**src/hdl/mtcp_pkg.sv**
```systemverilog
// Package for the MIDI track chunk parser: payload structs, parse phases and codes.
// No dependencies.
package mtcp_pkg;

  typedef struct packed {
    logic [7:0] in_byte;
    logic       restart;
  } in_item_t;

  typedef struct packed {
    logic [1:0]  status;
    logic [7:0]  out_byte;
    logic        out_byte_valid;
    logic [1:0]  event_kind;
    logic [27:0] delta_ticks;
    logic        last;
  } out_item_t;

  typedef enum logic [10:0] {
    PH_LEN        = 11'b00000000001,
    PH_DELTA      = 11'b00000000010,
    PH_TYPE       = 11'b00000000100,
    PH_CHAN       = 11'b00000001000,
    PH_META_TYPE  = 11'b00000010000,
    PH_META_LEN   = 11'b00000100000,
    PH_META_DATA  = 11'b00001000000,
    PH_SYSEX_LEN  = 11'b00010000000,
    PH_SYSEX_DATA = 11'b00100000000,
    PH_DONE       = 11'b01000000000,
    PH_ERR        = 11'b10000000000
  } phase_t;

  localparam logic [1:0] ST_MORE  = 2'd0;
  localparam logic [1:0] ST_EVENT = 2'd1;
  localparam logic [1:0] ST_CHUNK = 2'd2;
  localparam logic [1:0] ST_ERROR = 2'd3;

  localparam logic [1:0] KIND_CHANNEL = 2'd0;
  localparam logic [1:0] KIND_META    = 2'd1;
  localparam logic [1:0] KIND_SYSEX   = 2'd2;

  localparam logic [7:0] BYTE_META   = 8'hFF;
  localparam logic [7:0] BYTE_SYSEX  = 8'hF0;
  localparam logic [7:0] BYTE_ESCAPE = 8'hF7;

  // Data bytes that follow a channel status; zero when it is not one.
  function automatic logic [1:0] channel_count(input logic [7:0] s);
    logic [1:0] n;
    n = 2'd0;
    case (s[7:4])
      4'hC, 4'hD: n = 2'd1;
      4'h8, 4'h9, 4'hA, 4'hB, 4'hE: n = 2'd2;
      default: n = 2'd0;
    endcase
    return n;
  endfunction

endpackage

```
**src/hdl/mtcp_outq.sv**
```systemverilog
// Two-entry output queue for the parser's result items.
// Depends on mtcp_pkg.
module mtcp_outq import mtcp_pkg::*; (
  input  logic      clk,
  input  logic      rst,
  input  logic      push_one,
  input  logic      push_two,
  input  out_item_t item_a,
  input  out_item_t item_b,
  output logic      room,
  output logic      out_valid,
  input  logic      out_ready,
  output out_item_t out_item
);

  out_item_t  slot [2];
  logic [1:0] count;
  logic       pop;

  assign pop       = out_valid && out_ready;
  assign out_valid = (count != 2'd0);
  assign out_item  = slot[0];
  // Room for two new results once the head entry leaves.
  assign room      = (count == 2'd0) || ((count == 2'd1) && pop);

  // Shift and fill the queue.
  always_ff @(posedge clk) begin
    if (rst) begin
      count <= 2'd0;
    end else begin
      if (push_two) begin
        slot[0] <= item_a;
        slot[1] <= item_b;
        count   <= 2'd2;
      end else if (push_one) begin
        slot[0] <= item_a;
        count   <= 2'd1;
      end else if (pop) begin
        slot[0] <= slot[1];
        count   <= count - 2'd1;
      end
    end
  end

  a_no_overflow: assert property (@(posedge clk) disable iff (rst)
    (push_one || push_two) |-> room) else $error("push without room");
  a_count_range: assert property (@(posedge clk) disable iff (rst)
    count != 2'd3) else $error("queue count out of range");
  a_single_push: assert property (@(posedge clk) disable iff (rst)
    !(push_one && push_two)) else $error("two push kinds at once");

endmodule

```
**src/hdl/midi_track_chunk_parser.sv**
```systemverilog
// Top level of the MIDI track chunk parser: event decoder and output queue.
// Depends on mtcp_pkg and mtcp_outq.
//
// Takes one track chunk byte per cycle while in_ready is high, starting with the
// four-byte length, and gives one result per byte (two for a data byte under
// running status, the stored status byte first). A byte is decoded by the phase
// register and a short next-state path; results wait in a two-entry queue, so
// bytes flow at one per cycle while the consumer keeps up, and running status holds
// off input while its extra result drains. Error holds until a byte with restart.
module midi_track_chunk_parser import mtcp_pkg::*; #(
  parameter int VARLEN_MAX_BYTES = 4
) (
  input  logic      clk,
  input  logic      rst,
  input  logic      in_valid,
  output logic      in_ready,
  input  in_item_t  in_data,
  output logic      out_valid,
  input  logic      out_ready,
  output out_item_t out_data
);

  phase_t      phase, phase_next;
  logic [31:0] chunk_length, chunk_length_next;
  logic [31:0] chunk_bytes_seen, chunk_bytes_seen_next;
  logic [27:0] varlen_accum, varlen_accum_next;
  logic [2:0]  varlen_count, varlen_count_next;
  logic [27:0] delta_value, delta_value_next;
  logic [7:0]  running_status_byte, running_status_byte_next;
  logic [1:0]  data_bytes_left, data_bytes_left_next;
  logic [27:0] payload_left, payload_left_next;
  logic [1:0]  kind_reg, kind_reg_next;

  logic       room, take;
  logic       fail, complete, emit, pre, at_end, vl_done, vl_long;
  logic [7:0] b;
  logic [1:0] cnt, st;
  logic [2:0] vl_count;
  logic [27:0] vl_accum;
  out_item_t  item_a, item_b;
  phase_t     ph;
  logic [31:0] seen, clen;
  logic [7:0]  rsb;

  assign in_ready = room;
  assign take     = in_valid && room;
  assign b        = in_data.in_byte;

  // Effective starting state after an optional restart.
  assign ph   = in_data.restart ? PH_LEN : phase;
  assign seen = in_data.restart ? 32'd0 : chunk_bytes_seen;
  assign clen = in_data.restart ? 32'd0 : chunk_length;
  assign rsb  = in_data.restart ? 8'd0 : running_status_byte;

  // Variable-length quantity step.
  always_comb begin
    vl_count = (in_data.restart ? 3'd0 : varlen_count) + 3'd1;
    vl_long  = ({29'd0, vl_count} > 32'(VARLEN_MAX_BYTES));
    vl_accum = {varlen_accum[20:0] & {21{!in_data.restart}}, b[6:0]};
    vl_done  = !vl_long && !b[7];
  end

  // Next-state decode for one byte.
  always_comb begin
    phase_next               = ph;
    chunk_length_next        = clen;
    chunk_bytes_seen_next    = seen;
    varlen_accum_next        = in_data.restart ? 28'd0 : varlen_accum;
    varlen_count_next        = in_data.restart ? 3'd0 : varlen_count;
    delta_value_next         = in_data.restart ? 28'd0 : delta_value;
    running_status_byte_next = rsb;
    data_bytes_left_next     = in_data.restart ? 2'd0 : data_bytes_left;
    payload_left_next        = in_data.restart ? 28'd0 : payload_left;
    kind_reg_next            = in_data.restart ? KIND_CHANNEL : kind_reg;
    fail = 1'b0; complete = 1'b0; emit = 1'b0; pre = 1'b0; at_end = 1'b0;
    cnt  = 2'd0;
    st   = ST_MORE;
    if (ph == PH_ERR || ph == PH_DONE) begin
      fail = 1'b1;
    end else if (ph == PH_LEN) begin
      chunk_length_next = {clen[23:0], b};
      if (seen >= 32'd3) begin
        chunk_bytes_seen_next = 32'd0;
        phase_next            = PH_DELTA;
        varlen_accum_next     = 28'd0;
        varlen_count_next     = 3'd0;
      end else begin
        chunk_bytes_seen_next = seen + 32'd1;
      end
    end else if (seen >= clen) begin
      fail = 1'b1;
    end else begin
      chunk_bytes_seen_next = seen + 32'd1;
      at_end = (seen + 32'd1 == clen);
      case (ph)
        PH_DELTA: begin
          varlen_count_next = vl_count;
          if (vl_long) begin
            fail = 1'b1;
          end else begin
            varlen_accum_next = vl_accum;
            if (vl_done) begin
              delta_value_next = vl_accum;
              phase_next       = PH_TYPE;
            end
          end
        end
        PH_TYPE: begin
          if (b == BYTE_META) begin
            kind_reg_next = KIND_META;
            emit = 1'b1;
            phase_next = PH_META_TYPE;
          end else if (b == BYTE_SYSEX || b == BYTE_ESCAPE) begin
            kind_reg_next = KIND_SYSEX;
            emit = 1'b1;
            varlen_accum_next = 28'd0;
            varlen_count_next = 3'd0;
            phase_next = PH_SYSEX_LEN;
          end else begin
            kind_reg_next = KIND_CHANNEL;
            if (b[7]) begin
              running_status_byte_next = b;
              cnt = channel_count(b);
              if (cnt == 2'd0) begin
                fail = 1'b1;
              end else begin
                emit = 1'b1;
                data_bytes_left_next = cnt;
                phase_next = PH_CHAN;
              end
            end else begin
              cnt = channel_count(rsb);
              if (cnt == 2'd0) begin
                fail = 1'b1;
              end else begin
                pre  = 1'b1;
                emit = 1'b1;
                data_bytes_left_next = cnt - 2'd1;
                if (cnt == 2'd1) complete = 1'b1;
                else phase_next = PH_CHAN;
              end
            end
          end
        end
        PH_CHAN: begin
          emit = 1'b1;
          data_bytes_left_next = data_bytes_left - 2'd1;
          if (data_bytes_left == 2'd1) complete = 1'b1;
        end
        PH_META_TYPE: begin
          emit = 1'b1;
          varlen_accum_next = 28'd0;
          varlen_count_next = 3'd0;
          phase_next = PH_META_LEN;
        end
        PH_META_LEN, PH_SYSEX_LEN: begin
          varlen_count_next = vl_count;
          if (vl_long) begin
            fail = 1'b1;
          end else begin
            varlen_accum_next = vl_accum;
            emit = (ph == PH_META_LEN);
            if (vl_done) begin
              payload_left_next = vl_accum;
              if (vl_accum == 28'd0) complete = 1'b1;
              else phase_next = (ph == PH_META_LEN) ? PH_META_DATA : PH_SYSEX_DATA;
            end
          end
        end
        PH_META_DATA, PH_SYSEX_DATA: begin
          if (ph == PH_SYSEX_DATA && b[7] && b != BYTE_ESCAPE) begin
            fail = 1'b1;
          end else begin
            emit = 1'b1;
            payload_left_next = payload_left - 28'd1;
            if (payload_left == 28'd1) complete = 1'b1;
          end
        end
        default: fail = 1'b1;
      endcase
      if (at_end && !complete) fail = 1'b1;
    end
    if (fail) begin
      phase_next = PH_ERR;
      pre  = 1'b0;
      emit = 1'b0;
      st   = ST_ERROR;
    end else if (complete) begin
      phase_next = at_end ? PH_DONE : PH_DELTA;
      varlen_accum_next = 28'd0;
      varlen_count_next = 3'd0;
      st = at_end ? ST_CHUNK : ST_EVENT;
    end
  end

  // Result items: the stored status byte first under running status.
  always_comb begin
    item_a.status         = ST_MORE;
    item_a.out_byte       = running_status_byte_next;
    item_a.out_byte_valid = 1'b1;
    item_a.event_kind     = kind_reg_next;
    item_a.delta_ticks    = delta_value_next;
    item_a.last           = 1'b0;
    item_b.status         = st;
    item_b.out_byte       = emit ? b : 8'd0;
    item_b.out_byte_valid = emit;
    item_b.event_kind     = kind_reg_next;
    item_b.delta_ticks    = delta_value_next;
    item_b.last           = 1'b1;
  end

  // State registers.
  always_ff @(posedge clk) begin
    if (rst) begin
      phase               <= PH_LEN;
      chunk_length        <= 32'd0;
      chunk_bytes_seen    <= 32'd0;
      varlen_accum        <= 28'd0;
      varlen_count        <= 3'd0;
      delta_value         <= 28'd0;
      running_status_byte <= 8'd0;
      data_bytes_left     <= 2'd0;
      payload_left        <= 28'd0;
      kind_reg            <= KIND_CHANNEL;
    end else if (take) begin
      phase               <= phase_next;
      chunk_length        <= chunk_length_next;
      chunk_bytes_seen    <= chunk_bytes_seen_next;
      varlen_accum        <= varlen_accum_next;
      varlen_count        <= varlen_count_next;
      delta_value         <= delta_value_next;
      running_status_byte <= running_status_byte_next;
      data_bytes_left     <= data_bytes_left_next;
      payload_left        <= payload_left_next;
      kind_reg            <= kind_reg_next;
    end
  end

  mtcp_outq u_outq (
    .clk       (clk),
    .rst       (rst),
    .push_one  (take && !pre),
    .push_two  (take && pre),
    .item_a    (pre ? item_a : item_b),
    .item_b    (item_b),
    .room      (room),
    .out_valid (out_valid),
    .out_ready (out_ready),
    .out_item  (out_data)
  );

  a_err_sticky: assert property (@(posedge clk) disable iff (rst)
    (phase == PH_ERR && !(take && in_data.restart)) |=> phase == PH_ERR)
    else $error("error state left without restart");
  // An overlong quantity leaves the count one past the limit, but only in error.
  a_vl_bound: assert property (@(posedge clk) disable iff (rst)
    (phase != PH_ERR) |-> ({29'd0, varlen_count} <= 32'(VARLEN_MAX_BYTES)))
    else $error("variable length count past limit");
  a_done_next: assert property (@(posedge clk) disable iff (rst)
    (take && phase == PH_DONE && !in_data.restart) |=> phase == PH_ERR)
    else $error("byte after chunk end not flagged");

endmodule
```
**config.mk**
```make
export PLATFORM = sky130hd
export DESIGN_NAME = midi_track_chunk_parser
export DESIGN_NICKNAME = d
export VERILOG_FILES = /design/src/hdl/mtcp_pkg.sv /design/src/hdl/mtcp_outq.sv /design/src/hdl/midi_track_chunk_parser.sv
export SDC_FILE = /design/constraint.sdc
export NUM_CORES = 1
export LEC_CHECK = 0
export BUFFER_PORTS_ARGS = -buffer_cell sky130_fd_sc_hd__buf_4
export CAP_MARGIN = 20
export CORE_UTILIZATION = 40
export CTS_BUF_LIST = sky130_fd_sc_hd__clkbuf_8
export CTS_CLUSTER_DIAMETER = 100
export DETAILED_ROUTE_END_ITERATION = 7
export PLACE_DENSITY = 0.53
export SYNTH_ARGS = -nofsm -noshare
export SYNTH_HDL_FRONTEND = slang
export SYNTH_SLANG_ARGS = --single-unit
```
**constraint.sdc**
```tcl
create_clock -name clk -period 10.2 [get_ports clk]
set_input_delay 1.02 -clock clk [delete_from_list [all_inputs] [get_ports clk]]
set_output_delay 1.02 -clock clk [all_outputs]
set_load 0.01 [all_outputs]
```
# [Word-level counts from Yosys, hierarchy flattened]
# Memory sizes are Yosys's and may differ from the RTL's.
# Index checks and enable logic that the tools add are counted.
[totals] ramBits=84 memories=1 inputBits=13 out_inout_bits=44 regBits=176
[op_classes] bitwise_logic=3 muxes=181 eq_ne=34 n_reduce_logical=33 order_cmp=3 add_sub_neg=6
[memory_table] memory="u_outq.slot" words=2 word_bits=42 read_ports=2 rd_clocked_by_memory_dff=0 write_ports=2 line="mtcp_outq.sv:16" source="out_item_t slot [2];"
[ops] operator="28-bit 2-to-1 mux" count=24
[ops] operator="32-bit 2-to-1 mux" count=8
[ops] operator="11-bit 2-to-1 mux" count=18
[ops] operator="42-bit 2-to-1 mux" count=3
[ops] operator="28-bit one-hot mux with 3 select lines" count=1
[ops] operator="2-bit 2-to-1 mux" count=36
[ops] operator="8-bit 2-to-1 mux" count=9
[ops] operator="1-bit 2-to-1 mux" count=62
[ops] operator="4-bit == test, second input constant" count=14
[ops] operator="28-bit one-hot mux with 2 select lines" count=1
[ops] operator="11-bit one-hot mux with 4 select lines" count=1
[ops] operator="32-bit by 1-bit adder with 32-bit output, second input constant" count=1
[ops] operator="32-bit == test" count=1
[ops] operator="32-bit by 2-bit greater-or-equal comparator with 1-bit output, second input constant" count=1
[ops] operator="32-bit greater-or-equal comparator" count=1
[ops] operator="28-bit by 1-bit == test with 1-bit output, second input constant" count=1
[ops] operator="28-bit zero test" count=1
[ops] operator="28-bit by 1-bit subtractor with 28-bit output, second input constant" count=1
[ops] operator="3-bit 2-to-1 mux" count=9
[ops] operator="8-bit == test, second input constant" count=3
[ops] operator="21-bit AND" count=1
[ops] operator="1-bit one-hot mux with 4 select lines" count=3
[ops] operator="2-bit one-hot mux with 2 select lines" count=3
[ops] operator="2-bit OR reduction" count=6
[ops] operator="28 further kinds" count=51

# [Logic depth before layout (Yosys ltp)]
# Gate-level depths: netlist (run 1).
[logic_depth] depth_word=36 depth_mapped=21

# [Cells and area by module]
# From an unflattened synthesis (run 1), not the netlist that was laid out.
[unflattened] cells_unflattened=1789 area_unflattened_um2=15113.2
[by_module_without_submodules] mod="midi_track_chunk_parser" seq_area_each_um2=3343.2 n_inst=1 area_each_um2=11897.7 cells_each=1639
[by_module_without_submodules] mod="mtcp_outq" seq_area_each_um2=2562.5 n_inst=1 area_each_um2=3215.6 cells_each=150

# [Least setup slack after synthesis (run 1)]
# Ideal clock, no wire load.
[synth_timing] kind="input to register" startpoint="input in_data[0] in the netlist's numbering" endpoint="memory u_outq.slot[1][10] in the netlist's numbering (enable)" required_ps=9659 setup_slack_ps=1200 arrival_time_ps=8459 setup_ps=541 cell_stages=19 n_path_buf=9 cell_sequence="clkbuf_1 buf_2 buf_2 buf_2 buf_1 buf_1 clkbuf_1 nor2b_1 ha_1 a2111oi_0 nor3_1 a21oi_1 o31ai_1 or2_0 clkbuf_1 clkbuf_1 nor2_1 nand3_1 nor4_1"
[synth_rtl] element="start: declaration" line="midi_track_chunk_parser.sv:17" source="input in_item_t in_data,"
[synth_rtl] element="end: declaration" line="mtcp_outq.sv:16"

==> results of run 1 <==
## logic make-up (layout without fill, tap and decap cells)
kind of cell	count (synthesis)	after routing	synth area share, %
xor+xnor	57	57	3.33
mux	36	36	2.67
flops	252	252	39.2
simple gates	794	794	26.1
fa+ha+maj	40	40	3.34
compound gates	479	479	20.8
buf+inv	169	207	4.51
## cells in the mapped netlist, drive strengths merged, types with 5 or more instances
master and instances:
edfxtp 83, or2 7, o21a 5, o31ai 9
xor2 16, nand2b 19, nor3 48, o211ai 13
or3 11, a211oi 12, nand4 32, mux2 31
nor4 45, a41oi 10, clkbuf 102, a22oi 83
a21oi 165, and3 16, or4 14, mux2i 5
nor2 238, nor3b 13, nand4b 7, nor2b 39
o311ai 5, o2111ai 5, dfxtp 169, a31oi 22
a21o 5, and2 18, nand2 216, inv 38
and4 7, o21ai 79, nand3 46, nand3b 8
a221oi 6, buf 29, o22ai 10, a2111oi 6
o32ai 5, xnor2 41, ha 40
## final cells by class
type | instances | area share (%)
timing repair buffer | 85 | 3.93
multi-input combinational | 1406 | 50.9
tap | 468 | 3.52
inverter | 38 | 0.858
clock buffer | 54 | 4.47
clock inverter | 30 | 0.919
sequential | 252 | 35.4
## worst max path at each step
stage / from / endpoint / slack (ns) / cells after the start
2_1_floorplan: in_data[0] / u_outq.slot[1][10] / 1.20 / 19
3_3_place_gp: in_data[0] / delta_value[19] / 3.47 / 13
3_5_place_dp: in_data[0] / delta_value[21] / 3.40 / 14
4_1_cts: in_data[0] / delta_value[21] / 4.07 / 14
5_1_grt: in_data[0] / u_outq.slot[1][33] / 3.83 / 16
6_report: in_data[0] / u_outq.slot[1][30] / 4.13 / 16
## worst max-delay path: stages
cell,delay [ns]
buf_4,0.29
clkinv_1,0.51
buf_4,0.51
nand2_1,0.14
inv_1,0.10
ha_1,0.27
nand3_1,0.28
nor4_2,0.83
and4_1,0.41
xnor2_1,0.14
a2111o_1,0.22
and4bb_2,0.30
a21oi_4,0.40
nor2_2,0.10
nor4_2,0.25
buf_4,0.50
## per-stage QoR
step | power (W) | hold WS (ns) | utilization [%] | cells
floorplan | 0.00128 | 0.432 | - | 1827
global placement | 0.00140 | 0.444 | 42.8 | 2247
detailed placement | 0.00140 | 0.448 | 42.8 | 2247
CTS | 0.00235 | 0.457 | 45.2 | 2331
global route | 0.00242 | 0.474 | 45.3 | 2333
finish | 0.00233 | 0.459 | 45.3 | 2333
## where the power goes
group	internal (W)	total, W	switching [W]
Sequential	0.00106	0.00108	0.0000149
Clock	0.000487	0.000942	0.000455
Combinational	0.0000860	0.000308	0.000222
Total	0.00164	0.00233	0.000692
## per-layer routing
layer	part of all wire [%]	global-route usage [%]
met3	5.2	4.04
met4	3.1	9.57
met5	0	0
met2	46	42.7
met1	46	34.6
==> results.cfg, run 1 <==
[outcome]
outcome = completed

[final_layout]
mostFrequentLayoutCells = 235 x nor2_1, 216 x nand2_1, 169 x dfxtp_1, 162 x a21oi_1
final_layout_size_suffix_gt1_share_pct = 11.5
diodes = 0
regMostFlops = u_outq.slot
nFillCells = 3693
top_regs = u_outq.slot: 83 flops, chunk_bytes_seen: 32 flops, chunk_length: 32 flops
multiInputGateArea_um2 = 8460
seqCellArea_um2 = 5880
fin_nets = 1883
areaGrowthSynthToFinish_pct = 11.0
largest_reg_flops = 83
layout_commonest_cell = nor2_1
final_area_um2 = 16600

[synthesis]
seq_area_frac_synth_pct = 39.2
synth_top_area_share_pct = 22.6
yosys_warnings = 0
synth_cells = 1827
syn-mean-instance-area_um2 = 8.20
synth-edff-count = 83
syn_area_um2 = 15000
synthArstFlopShare_pct = 0
ys_ff_latch = 252
ys_types = 89
syn_nets = 1880
ys.flop_type = dfxtp_1
ys_top_cells_by_area = dfxtp_1 23%, edfxtp_1 17%, nor2_1 5.9%
yosysTopAreaCell = dfxtp_1

[clock_network]
cts_tree = built
clk_pin_slew_ns = 0.06
cts_buffer_depth = 3
insertion_delay_ns = 0.66
clock-sinks = 252
postCtsResizedCells = 0
cts_root_buf = clkbuf_8
hold_buffers = 0
cts_made_buffers = 47
cts_setup_buffers = 0
htreeDepth = 2

[min_path]
min-delay-start = varlen_count[1]
holdPathStages = 2
holdPathEnd = varlen_count[1]
min_path_type = register to register

[route]
route.detailed.drc = 0
vias_per_cell = 6.04
wl_per_cell_um = 21.4
vias = 14089
totalWireLength_um = 50000
final_antenna_net_count = 0
drt_iter0_drc = 1172
drt_first_pass_iters = 6

[pwr]
power-per-cell-area_nw_per_um2 = 140
p_leak_nw = 5.94
peakVddDrop_mv = 0.0879

[global_route]
grt_max_degree = 77
grt_pass1_vias = 13465
grt_pass1_wl_um = 78100
grt_overflow = 0
grtUsageTotal_pct = 26.1
antenna_found_initial = 0

[worst_setup_path]
reg2reg_to = u_outq.slot[1][30]
critPathCaptureType = register
arrival_ns = 6.32
critical_path_class = input port to register
start_kind = input port
reg2reg_from = chunk_bytes_seen[1]
cp_max_fo = 58
rrSetupSlack_ns = 5.23
worstPathRequired_ns = 10.45
rr_worst_depth = 12

[sta]
period_share_pct = 59.5
fin_ws_ns = 4.13
rsz0062_at_grt = false
drv_slew = 0
final_hold_viol_count = 0
setup_violations = 0
worstMarginPinSlew_ns = 1.10
finalSetupTns_ns = 0
skew_ns = 0.0570
fmax_mhz = 165
slew_headroom_pct = 26.1
post-route-min-period_ns = 6.07

[place]
place_hpwl_um = 34400
place_ws_ns = 3.40
placed_cell_area_um2 = 15700
globalplace.congestion = 0.916
io_buffers = 56

[run]
cap_violations = 0

[floorplanning]
die_x_um = 195
start_util_pct = 40.8
fp-row-count = 70
die_area_um2 = 38200
core_um2 = 36700
io_pins = 57
die_h_um = 195
Power figures use the tool's default switching activity.
==> run 2, diff against run 1 <==
==> constraint.sdc (replaced) <==
create_clock -name clk -period 6.32 [get_ports clk]
set_input_delay 0.632 -clock clk [delete_from_list [all_inputs] [get_ports clk]]
set_output_delay 0.632 -clock clk [all_outputs]
set_load 0.01 [all_outputs]
==> results.cfg, run 2 (synthesis results as in run 1) <==
[outcome]
outcome = completed

[floorplanning]
start_util_pct = 40.8
fp-row-count = 70
die_x_um = 195
die_h_um = 195
die_area_um2 = 38200
core_um2 = 36700
io_pins = 57

[route]
wl_per_cell_um = 21.7
drt_iter0_drc = 1139
totalWireLength_um = 51000
met3_length_um = 2670
vias_per_cell = 6.02
vias = 14137
dr_wl_met2_um = 23500
route.detailed.drc = 0
topRoutingLayerUsed = met4
drt_first_pass_iters = 6
final_antenna_net_count = 0
wl_met1_um = 23400

[pwr]
power-per-cell-area_nw_per_um2 = 228
peakVddDrop_mv = 0.180
p_leak_nw = 6.01

[run]
cap_violations = 0

[worst_setup_path]
worstPathRequired_ns = 6.64
arrival_ns = 5.41
critPathCaptureType = register
critical_path_class = register to register
cp_max_fo = 36
start_kind = register

[clock_network]
hold_buffers = 0
postCtsResizedCells = 0
cts_made_buffers = 46
cts_buffer_depth = 3
htreeDepth = 2
clk_pin_slew_ns = 0.06
clock-sinks = 252
insertion_delay_ns = 0.64
cts_tree = built
cts_setup_buffers = 0
cts_root_buf = clkbuf_8

[final_layout]
mostFrequentLayoutCells = 235 x nor2_1, 216 x nand2_1, 169 x dfxtp_1, 162 x a21oi_1, 95 x buf_4
regMostFlops = u_outq.slot
final_area_um2 = 16800
largest_reg_flops = 83
nFillCells = 3708
top_regs = u_outq.slot: 83 flops, chunk_bytes_seen: 32 flops, chunk_length: 32 flops
diodes = 0
final_layout_size_suffix_gt1_share_pct = 12.6
layout_commonest_cell = nor2_1
fin_nets = 1895
areaGrowthSynthToFinish_pct = 11.9

[global_route]
grt_pass1_wl_um = 80000
grtUsageTotal_pct = 26.6
antenna_found_initial = 0
grt_max_degree = 95
grt_overflow = 0
grt_pass1_vias = 13509

[sta]
worstMarginPinSlew_ns = 1.10
final_hold_viol_count = 0
setup_violations = 0
rsz0062_at_grt = false
slew_headroom_pct = 26.6
post-route-min-period_ns = 5.09
period_share_pct = 80.6
finalSetupTns_ns = 0
worst_hold_slack_ns = 0.371
drv_slew = 0
fmax_mhz = 196
skew_ns = 0.0331

[place]
place_hpwl_um = 34800
io_buffers = 56
globalplace.congestion = 0.950
placed_cell_area_um2 = 15800

[min_path]
min_path_type = input port to register
==> run 2: cell count changes in the layout (fill, tap and decap cells not counted), moves of 2 or more <==
| cell | delta |
|---|---|
| buf_8 | -2 |
| buf_4 | +12 |
| buf_12 | +2 |
| clkbuf_8 | +3 |
| clkinv_1 | -2 |
| inv_1 | -5 |
| clkinv_2 | +5 |
| inv_8 | +2 |
==> run 2: critical path, cell delays in order, from the launching register on <==
cell	delay, ns
dfxtp_1	0.48
nor2b_1	0.35
ha_1	0.36
nand3_1	0.29
nor4_2	0.89
and4_1	0.41
xnor2_1	0.14
a2111o_1	0.22
and4bb_2	0.29
a21oi_4	0.34
nor2_2	0.11
nor4_4	0.56
buf_12	0.30
==> run 2: worst paths after layout <==
check | start | end | slack, ns | cells after the start
setup / recovery | chunk_bytes_seen[1] | u_outq.slot[1][22] | 1.23 | 12
hold / removal | in_data[1] | chunk_length[0] | 0.37 | 3
setup reg to reg | chunk_bytes_seen[1] | u_outq.slot[1][22] | 1.23 | 12
hold reg to reg | varlen_count[2] | varlen_count[2] | 0.46 | 2
==> run 2: per-stage QoR <==
stage	std cells	setup WS, ns	power, W	utilization [%]
after floorplan	1827	0.369	0.00207	-
after global placement	2262	0.681	0.00228	43.2
after detailed placement	2262	0.677	0.00228	43.2
after CTS	2347	1.31	0.00386	45.7
after global routing	2347	0.969	0.00399	45.7
final	2347	1.23	0.00382	45.7
==> run 2: power breakdown <==
group / switching [W] / internal [W] / total (W)
sequential: 0.0000260 / 0.00171 / 0.00174
clock: 0.000744 / 0.000824 / 0.00157
combinational: 0.000362 / 0.000150 / 0.000512
==> run 2: cell type report <==
| cell class | instances | area (µm²) | area share (%) |
|---|---|---|---|
| flip-flops and latches | 252 | 5880 | 35.1 |
| clock inverters | 28 | 141 | 0.844 |
| multi-input cells | 1406 | 8470 | 50.5 |
| clock buffers | 57 | 785 | 4.68 |
| well taps | 468 | 586 | 3.49 |
| repair buffers | 98 | 764 | 4.56 |
| inverters | 38 | 143 | 0.851 |
==> run 2: routing by layer <==
layer  track usage [%]  vias up
met4              10.5        0
met5                 0        -
met2              42.8      454
met3              3.33       87
li1                  -     6751
met1              36.3     6845
